==> src/rtl/lspi_pkg.sv <==
// ----------------------------------------------------------------------------
// lspi_pkg: shared types and codes for the lift and span pose interlock
// Holds the operation, zone, command and state codes and the item structs.
// ----------------------------------------------------------------------------
package lspi_pkg;

   // Operation codes carried in the request tuser.
   localparam logic [1:0] OP_POSE   = 2'd0;
   localparam logic [1:0] OP_STOP   = 2'd1;
   localparam logic [1:0] OP_MANUAL = 2'd2;
   localparam logic [1:0] OP_UNUSED = 2'd3;

   // Pose codes.
   localparam logic [1:0] POSE_UNKNOWN = 2'd0;
   localparam logic [1:0] POSE_SLEEP   = 2'd1;
   localparam logic [1:0] POSE_LOUNGE  = 2'd2;

   // Lift zone codes.
   localparam logic [2:0] ZONE_LOWER_LIMIT  = 3'd1;
   localparam logic [2:0] ZONE_BELOW_SAFE   = 3'd2;
   localparam logic [2:0] ZONE_IN_SAFE      = 3'd3;
   localparam logic [2:0] ZONE_ABOVE_SAFE   = 3'd4;
   localparam logic [2:0] ZONE_ABOVE_CEIL   = 3'd5;
   localparam logic [2:0] ZONE_UPPER_LIMIT  = 3'd6;

   // Span position codes.
   localparam logic [1:0] SPAN_RETRACTED = 2'd1;
   localparam logic [1:0] SPAN_EXTENDED  = 2'd2;

   // Lift commands.
   localparam logic [1:0] LIFT_SLEEP = 2'd0;
   localparam logic [1:0] LIFT_RAISE = 2'd1;
   localparam logic [1:0] LIFT_LOWER = 2'd2;
   // Span commands.
   localparam logic [1:0] SPAN_SLEEP   = 2'd0;
   localparam logic [1:0] SPAN_EXTEND  = 2'd1;
   localparam logic [1:0] SPAN_RETRACT = 2'd2;
   // No command issued, shared by both drivers.
   localparam logic [1:0] CMD_NONE = 2'd3;

   // Machine states.
   localparam logic [2:0] ST_IDLE    = 3'd0;
   localparam logic [2:0] ST_MOVING  = 3'd1;
   localparam logic [2:0] ST_DONE    = 3'd2;
   localparam logic [2:0] ST_ABORTED = 3'd3;
   localparam logic [2:0] ST_ERROR   = 3'd4;

   // Result codes.
   localparam logic signed [7:0] RC_DONE     = 8'sd0;
   localparam logic signed [7:0] RC_PROGRESS = 8'sd1;

   // Span and lift may move together inside the safe zone.
   localparam logic MOVE_TOGETHER_IN_SAFE = 1'b1;

   typedef struct packed {
      logic [1:0]        op;
      logic [1:0]        want_pose;
      logic [2:0]        lift_zone;
      logic [1:0]        span_position;
      logic signed [7:0] lift_status;
      logic signed [7:0] span_status;
   } req_item_type;

   typedef struct packed {
      logic [1:0]        lift_command;
      logic [1:0]        span_command;
      logic signed [7:0] result_code;
      logic [2:0]        machine_state;
      logic [1:0]        present_pose;
      logic [1:0]        goal_pose;
   } rsp_item_type;

   typedef struct packed {
      logic [2:0] run_state;
      logic [1:0] reached_pose;
      logic [1:0] aim_pose;
      logic       span_moving_while_lowering;
      logic       span_must_finish_first;
   } ctl_state_type;

endpackage

==> src/rtl/lift_span_pose_interlock.sv <==
// ----------------------------------------------------------------------------
// lift_span_pose_interlock: lift and folding-span pose interlock
// Registered poll stage, decision table and result register with state.
// ----------------------------------------------------------------------------
// Each poll transfer asks the block to move toward the sleep or lounge pose,
// to stop, or to hand over to manual control, and returns exactly one result
// transfer with the lift and span commands, a signed result code and the
// state after the update. The block sustains one transfer per clock cycle
// while rsp_tready holds no result back: a poll is captured in an input
// register, goes through the decision table and lands in the result
// register together with the control state update, where it is offered
// until rsp_tready takes it. The control state loop (state registers through
// the decision table and back) closes without an extra register, which is
// what sets the one-per-cycle rate. A new poll is taken while a finished
// result still waits for rsp_tready, as long as the input register is empty.
// The bad-state code is written through csr_wr_en and csr_wr_data; the user
// must write it only while the block is idle, which the block does not enforce.
module lift_span_pose_interlock (
   input  logic        clock,
   input  logic        reset,
   // Poll channel.
   input  logic        req_tvalid,
   output logic        req_tready,
   // want_pose[1:0], lift_zone[4:2], span_position[6:5], lift_status[14:7],
   // span_status[22:15], zero[23].
   input  logic [23:0] req_tdata,
   // op[1:0].
   input  logic [1:0]  req_tuser,
   // Result channel.
   output logic        rsp_tvalid,
   input  logic        rsp_tready,
   // lift_command[1:0], span_command[3:2], result_code[11:4],
   // machine_state[14:12], present_pose[16:15], goal_pose[18:17], zero[23:19].
   output logic [23:0] rsp_tdata,
   // Configuration: bad_state_code.
   input  logic        csr_wr_en,
   input  logic [7:0]  csr_wr_data
);

   // Configured bad-state code, reset to -1.
   logic signed [7:0]       bad_code_ff;

   // Input stage.
   logic                    s1_vld_ff;
   lspi_pkg::req_item_type  s1_item_ff;
   lspi_pkg::req_item_type  s1_item_in;

   // Control state and result register.
   lspi_pkg::ctl_state_type state_ff;
   lspi_pkg::ctl_state_type state_in;
   logic                    rsp_vld_ff;
   lspi_pkg::rsp_item_type  rsp_item_ff;
   lspi_pkg::rsp_item_type  rsp_item_in;

   logic                    advance;

   // The input stage moves on whenever the result register is free or
   // being emptied in this cycle.
   assign advance    = s1_vld_ff && (!rsp_vld_ff || rsp_tready);
   assign req_tready = !s1_vld_ff || advance;

   assign s1_item_in.op            = req_tuser;
   assign s1_item_in.want_pose     = req_tdata[1:0];
   assign s1_item_in.lift_zone     = req_tdata[4:2];
   assign s1_item_in.span_position = req_tdata[6:5];
   assign s1_item_in.lift_status   = req_tdata[14:7];
   assign s1_item_in.span_status   = req_tdata[22:15];

   lspi_decide u_decide (
      .item           (s1_item_ff),
      .cur            (state_ff),
      .bad_state_code (bad_code_ff),
      .rsp            (rsp_item_in),
      .nxt            (state_in)
   );

   always_ff @(posedge clock) begin
      if (reset) begin
         bad_code_ff <= -8'sd1;
      end else if (csr_wr_en) begin
         bad_code_ff <= csr_wr_data;
      end
   end

   always_ff @(posedge clock) begin
      if (reset) begin
         s1_vld_ff <= 1'b0;
      end else if (req_tready) begin
         s1_vld_ff <= req_tvalid;
      end
   end

   always_ff @(posedge clock) begin
      if (req_tvalid && req_tready) begin
         s1_item_ff <= s1_item_in;
      end
   end

   always_ff @(posedge clock) begin
      if (reset) begin
         state_ff.run_state                  <= lspi_pkg::ST_IDLE;
         state_ff.reached_pose               <= lspi_pkg::POSE_UNKNOWN;
         state_ff.aim_pose                   <= lspi_pkg::POSE_UNKNOWN;
         state_ff.span_moving_while_lowering <= 1'b0;
         state_ff.span_must_finish_first     <= 1'b0;
      end else if (advance) begin
         state_ff <= state_in;
      end
   end

   always_ff @(posedge clock) begin
      if (reset) begin
         rsp_vld_ff <= 1'b0;
      end else if (advance) begin
         rsp_vld_ff <= 1'b1;
      end else if (rsp_tready) begin
         rsp_vld_ff <= 1'b0;
      end
   end

   always_ff @(posedge clock) begin
      if (advance) begin
         rsp_item_ff <= rsp_item_in;
      end
   end

   assign rsp_tvalid = rsp_vld_ff;
   assign rsp_tdata  = {5'd0, rsp_item_ff.goal_pose, rsp_item_ff.present_pose,
                        rsp_item_ff.machine_state, rsp_item_ff.result_code,
                        rsp_item_ff.span_command, rsp_item_ff.lift_command};

   // The control state changes only when a poll is decided.
   a_state_holds: assert property (@(posedge clock) disable iff (reset)
      !advance |=> $stable(state_ff))
      else $error("control state changed without a decided poll");

   // A decided poll always leaves a result behind.
   a_result_after_advance: assert property (@(posedge clock) disable iff (reset)
      advance |=> rsp_vld_ff)
      else $error("decided poll produced no result");

   // The poll side stalls only when both stages are full and blocked.
   a_stall_reason: assert property (@(posedge clock) disable iff (reset)
      !req_tready |-> (s1_vld_ff && rsp_vld_ff && !rsp_tready))
      else $error("poll side stalled without a full pipeline");

   // The lift is never left without a command while the span gets one.
   a_cmd_pairing: assert property (@(posedge clock) disable iff (reset)
      (rsp_vld_ff && rsp_item_ff.lift_command == lspi_pkg::CMD_NONE)
         |-> (rsp_item_ff.span_command == lspi_pkg::CMD_NONE))
      else $error("span command issued without a lift command");

endmodule

==> src/rtl/lspi_decide.sv <==
// ----------------------------------------------------------------------------
// lspi_decide: decision table of the pose interlock
// Maps one poll item and the current control state to the driver commands,
// the result code and the next control state.
// ----------------------------------------------------------------------------
module lspi_decide (
   input  lspi_pkg::req_item_type  item,
   input  lspi_pkg::ctl_state_type cur,
   input  logic signed [7:0]       bad_state_code,
   output lspi_pkg::rsp_item_type  rsp,
   output lspi_pkg::ctl_state_type nxt
);

   always_comb begin
      logic [1:0]        lc;
      logic [1:0]        sc;
      logic              done_here;
      logic              ext;
      logic              ret;
      logic signed [7:0] le;
      logic signed [7:0] se;
      logic signed [7:0] rc;

      nxt       = cur;
      lc        = lspi_pkg::CMD_NONE;
      sc        = lspi_pkg::CMD_NONE;
      rc        = lspi_pkg::RC_DONE;
      done_here = 1'b0;
      ext       = (item.span_position == lspi_pkg::SPAN_EXTENDED);
      ret       = (item.span_position == lspi_pkg::SPAN_RETRACTED);
      le        = bad_state_code;
      se        = bad_state_code;

      unique case (item.op)
         lspi_pkg::OP_POSE: begin
            // A fresh target restarts the move and drops both flags.
            if (cur.run_state != lspi_pkg::ST_MOVING || item.want_pose != cur.aim_pose) begin
               nxt.reached_pose               = lspi_pkg::POSE_UNKNOWN;
               nxt.aim_pose                   = item.want_pose;
               nxt.span_moving_while_lowering = 1'b0;
               nxt.span_must_finish_first     = 1'b0;
            end
            nxt.run_state = lspi_pkg::ST_MOVING;

            if (item.want_pose == lspi_pkg::POSE_SLEEP) begin
               unique case (item.lift_zone)
                  lspi_pkg::ZONE_LOWER_LIMIT: begin
                     if (ext) begin
                        lc = lspi_pkg::LIFT_SLEEP;
                        sc = lspi_pkg::SPAN_SLEEP;
                        done_here = 1'b1;
                     end else begin
                        lc = lspi_pkg::LIFT_RAISE;
                        sc = lspi_pkg::SPAN_SLEEP;
                        nxt.span_must_finish_first = 1'b1;
                     end
                  end
                  lspi_pkg::ZONE_BELOW_SAFE: begin
                     if (ext) begin
                        lc = lspi_pkg::LIFT_LOWER;
                        sc = lspi_pkg::SPAN_SLEEP;
                     end else if (lspi_pkg::MOVE_TOGETHER_IN_SAFE &&
                                  nxt.span_moving_while_lowering) begin
                        lc = lspi_pkg::LIFT_SLEEP;
                        sc = lspi_pkg::SPAN_EXTEND;
                     end else begin
                        lc = lspi_pkg::LIFT_RAISE;
                        sc = lspi_pkg::SPAN_SLEEP;
                        nxt.span_must_finish_first = 1'b1;
                     end
                  end
                  lspi_pkg::ZONE_IN_SAFE: begin
                     if (ext) begin
                        lc = lspi_pkg::LIFT_LOWER;
                        sc = lspi_pkg::SPAN_SLEEP;
                     end else begin
                        if (!lspi_pkg::MOVE_TOGETHER_IN_SAFE || nxt.span_must_finish_first) begin
                           lc = lspi_pkg::LIFT_SLEEP;
                        end else begin
                           lc = lspi_pkg::LIFT_LOWER;
                           nxt.span_moving_while_lowering = 1'b1;
                        end
                        sc = lspi_pkg::SPAN_EXTEND;
                     end
                  end
                  lspi_pkg::ZONE_ABOVE_SAFE, lspi_pkg::ZONE_ABOVE_CEIL,
                  lspi_pkg::ZONE_UPPER_LIMIT: begin
                     lc = lspi_pkg::LIFT_LOWER;
                     sc = lspi_pkg::SPAN_SLEEP;
                  end
                  default: begin
                  end
               endcase
            end else if (item.want_pose == lspi_pkg::POSE_LOUNGE) begin
               unique case (item.lift_zone)
                  lspi_pkg::ZONE_LOWER_LIMIT, lspi_pkg::ZONE_BELOW_SAFE: begin
                     lc = lspi_pkg::LIFT_RAISE;
                     sc = lspi_pkg::SPAN_SLEEP;
                  end
                  lspi_pkg::ZONE_IN_SAFE: begin
                     if (ret) begin
                        lc = lspi_pkg::LIFT_RAISE;
                        sc = lspi_pkg::SPAN_SLEEP;
                     end else begin
                        lc = lspi_pkg::MOVE_TOGETHER_IN_SAFE ? lspi_pkg::LIFT_RAISE
                                                             : lspi_pkg::LIFT_SLEEP;
                        sc = lspi_pkg::SPAN_RETRACT;
                     end
                  end
                  lspi_pkg::ZONE_ABOVE_SAFE: begin
                     if (ret) begin
                        lc = lspi_pkg::LIFT_RAISE;
                        sc = lspi_pkg::SPAN_SLEEP;
                     end else begin
                        lc = lspi_pkg::LIFT_SLEEP;
                        sc = lspi_pkg::SPAN_RETRACT;
                     end
                  end
                  lspi_pkg::ZONE_ABOVE_CEIL, lspi_pkg::ZONE_UPPER_LIMIT: begin
                     lc = lspi_pkg::LIFT_SLEEP;
                     if (ret) begin
                        sc = lspi_pkg::SPAN_SLEEP;
                        done_here = 1'b1;
                     end else begin
                        sc = lspi_pkg::SPAN_RETRACT;
                     end
                  end
                  default: begin
                  end
               endcase
            end

            // With no command issued the configured code stands in for both replies.
            if (lc != lspi_pkg::CMD_NONE) begin
               le = item.lift_status;
               se = item.span_status;
            end

            if (le[7]) begin
               nxt.run_state = lspi_pkg::ST_ERROR;
               rc = le;
            end else if (se[7]) begin
               nxt.run_state = lspi_pkg::ST_ERROR;
               rc = se;
            end else if (le != 8'sd0 || se != 8'sd0 || !done_here) begin
               rc = lspi_pkg::RC_PROGRESS;
            end else begin
               nxt.reached_pose = item.want_pose;
               nxt.run_state    = lspi_pkg::ST_DONE;
               rc = lspi_pkg::RC_DONE;
            end
         end
         lspi_pkg::OP_STOP: begin
            nxt.aim_pose = lspi_pkg::POSE_UNKNOWN;
            if (cur.run_state == lspi_pkg::ST_MOVING) begin
               nxt.run_state = lspi_pkg::ST_ABORTED;
            end
            lc = lspi_pkg::LIFT_SLEEP;
            sc = lspi_pkg::SPAN_SLEEP;
            // A busy driver outranks an error on the other one.
            if ((!item.lift_status[7] && item.lift_status != 8'sd0) ||
                (!item.span_status[7] && item.span_status != 8'sd0)) begin
               rc = lspi_pkg::RC_PROGRESS;
            end else if (item.lift_status[7]) begin
               nxt.run_state = lspi_pkg::ST_ERROR;
               rc = item.lift_status;
            end else if (item.span_status[7]) begin
               nxt.run_state = lspi_pkg::ST_ERROR;
               rc = item.span_status;
            end else begin
               rc = lspi_pkg::RC_DONE;
            end
         end
         lspi_pkg::OP_MANUAL: begin
            nxt.reached_pose = lspi_pkg::POSE_UNKNOWN;
            nxt.aim_pose     = lspi_pkg::POSE_UNKNOWN;
            nxt.run_state    = lspi_pkg::ST_ABORTED;
         end
         lspi_pkg::OP_UNUSED: begin
         end
      endcase

      rsp.lift_command  = lc;
      rsp.span_command  = sc;
      rsp.result_code   = rc;
      rsp.machine_state = nxt.run_state;
      rsp.present_pose  = nxt.reached_pose;
      rsp.goal_pose     = nxt.aim_pose;
   end

endmodule
==> config.mk <==
export PLATFORM = sky130hd
export DESIGN_NAME = lift_span_pose_interlock
export DESIGN_NICKNAME = d
export VERILOG_FILES = /design/src/rtl/lspi_pkg.sv /design/src/rtl/lift_span_pose_interlock.sv /design/src/rtl/lspi_decide.sv
export SDC_FILE = /design/constraint.sdc
export NUM_CORES = 1
export LEC_CHECK = 0
export BUFFER_PORTS_ARGS = -buffer_cell sky130_fd_sc_hd__buf_4
export CAP_MARGIN = 20
export CELL_PAD_IN_SITES_DETAIL_PLACEMENT = 1
export CELL_PAD_IN_SITES_GLOBAL_PLACEMENT = 2
export CORE_AREA = 8 8 112 104
export DETAILED_ROUTE_END_ITERATION = 10
export DIE_AREA = 0 0 120 112
export PLACE_DENSITY_LB_ADDON = 0.08
export SLEW_MARGIN = 25
export SYNTH_ARGS = -nofsm -noshare
export SYNTH_HDL_FRONTEND = slang
export SYNTH_SLANG_ARGS = --single-unit
==> constraint.sdc <==
create_clock -name clock -period 2.25 [get_ports clock]
set_clock_uncertainty 0.1 [all_clocks]
set_input_delay 0.3375 -clock clock [delete_from_list [all_inputs] [get_ports clock]]
set_output_delay 0.3375 -clock clock [all_outputs]
set_load 0.01 [all_outputs]
==> impl_metrics.tcl <==
set metrics [dict create \
    fin_ws_ps -5.11 \
    clock-sinks 63 \
    syn2layout_area_growth_pct 44.6 \
    cts_made_buffers 9 \
    critPathMaxFanout 8 \
    maxCapViolCount 0 \
    start_kind "register" \
    root_buffer "clkbuf_8" \
    worstPathRequired_ps 2400 \
    grt_pass1_wl_um 13400 \
    wl_um 8280 \
    worstSkewPairLatency_ps 360 \
    dieHeight_um 112 \
    n_fill_cell 1109 \
    final_area_um2 4220 \
    syn_area_um2 2920 \
    n_antenna_cell 0 \
    hold_ws_ps 55.2 \
    failed_checks "negative setup slack" \
    start_util_pct 29.6 \
    avgSynthCellArea_um2 11.9 \
    setup_viol 1 \
    power.density_nw_per_um2 626 \
    layout-drive-gt1-share_pct 43.8 \
    grt_antenna_before_repair 0 \
    grt-ovfl-total 0 \
    fmax_mhz 443 \
    min_period_ps 2260 \
    drcViolationCount 0 \
    outcome "finished, violations left" \
    ys_seq_area_share_pct 58.3 \
    synth_top_area_share_pct 45.3 \
    final_cells 490 \
    p_leak_nw 1.70 \
    die_w_um 120 \
    ir_worst_vdd_uv 206 \
    synth.ff_latch_count 63 \
    rows 35 \
    cts.path.max_buffers 2 \
    die-area_um2 13400 \
    portBuffers 58 \
    htreeDepth 3 \
    hpwl_um 6070 \
    hold_path_class "primary input to register" \
    rsz0062_at_grt "true" \
    drt_iter0_markers 112 \
    cp.arrival_ps 2410 \
    tightest_slew_ps 537 \
    use_met1_pct 16.6 \
    hold_viol_final 0 \
    grt_max_degree 26 \
    synth_cell_types 61 \
    setup_tns_ps -5.11 \
    async_reset_ff_share_pct 0 \
    placed_cells 461 \
    cp-end-kind "register" \
    gp_congestion 0.708 \
    place_ws_ps -223 \
    postPlaceCellArea_um2 3730 \
    core_um2 9850 \
    period_share_pct 100 \
    final_nets 395 \
    vias_per_cell 4.73 \
    synth_ff_type "edfxtp_1" \
    syn_inst 245 \
    synth.area.top_cells "edfxtp_1, dfxtp_1, mux2i_1" \
    wire_per_inst_um 16.9 \
    drv_slew 0 \
    grt_pass1_vias 2522 \
    synth_edf_count 44 \
    pin_count 65 \
    drtAntennaViolNets 0 \
    critPathKind "register to register" \
    via_count 2319 \
    yosysWarnings 0 \
    cts_tree "built" \
    grt_util_met3_pct 4.35 \
    first_pass_iters 4 \
    grt_usage_pct 12.9 \
    busiest_layer "met2" \
    maxSlewHeadroom_pct 63.9 \
    met2_usage_pct 19.4 \
    clk_pin_slew_worst_paths_ps 70 \
    synth_top_area_cell "edfxtp_1" \
]
==> layout by cell type, fill, tap and decap left out, drive strengths merged, types with 7 or more instances in the layout <==
master / Yosys / routed
nor2b: 7 / 7
buf: 12 / 112
o21ai: 9 / 9
a22oi: 8 / 8
nor3: 7 / 7
a21oi: 8 / 8
edfxtp: 44 / 44
clkinv: 2 / 7
mux2i: 10 / 10
clkbuf: 4 / 10
dfxtp: 19 / 19
nand2: 25 / 25
nand2b: 8 / 8
nor2: 16 / 16
==> final cells by class <==
cell class	instances	area, um^2	area share, %
clock inverter	6	35.0	0.830
clock buffer	10	138	3.26
inverter	7	26.3	0.623
timing repair buffer	112	882	20.9
tap	129	161	3.83
sequential	63	1700	40.3
multi-input combinational	163	1270	30.2
==> sequential cells by signal, indices dropped and copies added, names as in the netlist <==
signal / flops
s1_vld_ff: 1
rsp_tdata: 19
bad_code_ff: 8
s1_item_ff: 25
rsp_tvalid: 1
state_ff: 9
==> where the power goes <==
part,total (mW),internal [mW],switching [mW],leakage [nW]
Combinational,0.408,0.214,0.194,1.03
Clock,0.880,0.423,0.457,0.0961
Sequential,1.35,1.31,0.0411,0.576
==> critical path: stages (launching register included) <==
cell and delay, ps:
edfxtp_1 460, buf_6 160, nand2b_4 130, a211o_1 310
a31oi_4 240, buf_4 170, nor4_4 40, buf_6 130
o21bai_2 190, a32o_1 210
==> synth_stat cells, types with 2 or more instances <==
cell type   n
nor2b_1     7
nor3_1      4
nor4_2      2
inv_1       5
o31ai_1     4
dfxtp_1    19
nor2_1     16
and3_1      2
buf_2       2
o211a_1     2
nor3_2      3
nor4_1      2
a211o_1     4
nand2b_1    7
nor3b_1     3
a21oi_1     8
nand3_1     3
and2_1      2
a32o_1      3
clkbuf_1    4
o311ai_0    2
a22o_1      2
clkinv_1    2
edfxtp_1   44
xnor2_1     2
buf_6       2
mux2i_1    10
buf_4       8
o21ai_0     3
a22oi_1     8
o21ai_1     6
nand2_1    25
==> cell families after synthesis <==
group	synth area share [%]
multiplexers	3.43
buffers and inverters	4.59
other	0.129
flip-flops	58.3
XOR/XNOR	0.600
AND/OR/NAND/NOR	16.9
AO/OA/AOI/OAI	16.1
==> worst paths after layout <==
check,end,from,slack (ps),cells past startpoint
worst max-delay path,state_ff[8],s1_item_ff[22],-5,9
worst min-delay path,s1_item_ff[24],req_tuser[1],60,1
worst max register to register,state_ff[8],s1_item_ff[22],-5,9
worst min register to register,bad_code_ff[0],bad_code_ff[0],380,2
==> per-stage QoR <==
| stage | power [mW] | util [%] |
|---|---|---|
| detailed placement | 1.73 | 37.9 |
| global placement | 1.72 | 37.9 |
| CTS | 2.66 | 41.1 |
| floorplan | 1.55 | - |
| finish | 2.64 | 42.8 |
| global route | 2.78 | 42.8 |
==> routing by layer <==
metal  routed length [um]  share of wire (%)
met4                  138                1.7
met2                 3710                 45
met3                  437                5.3
met1                 4000                 48
met5                    0                  0
==> what timing repair did <==
action,CTS,global route
endpoints found under the setup margin,17,18
hold buffers,0,0
pin swaps,10,14
setup buffers,8,6
gates resized for setup,16,22
gates cloned,0,0
(Power assumes the default switching activity.)
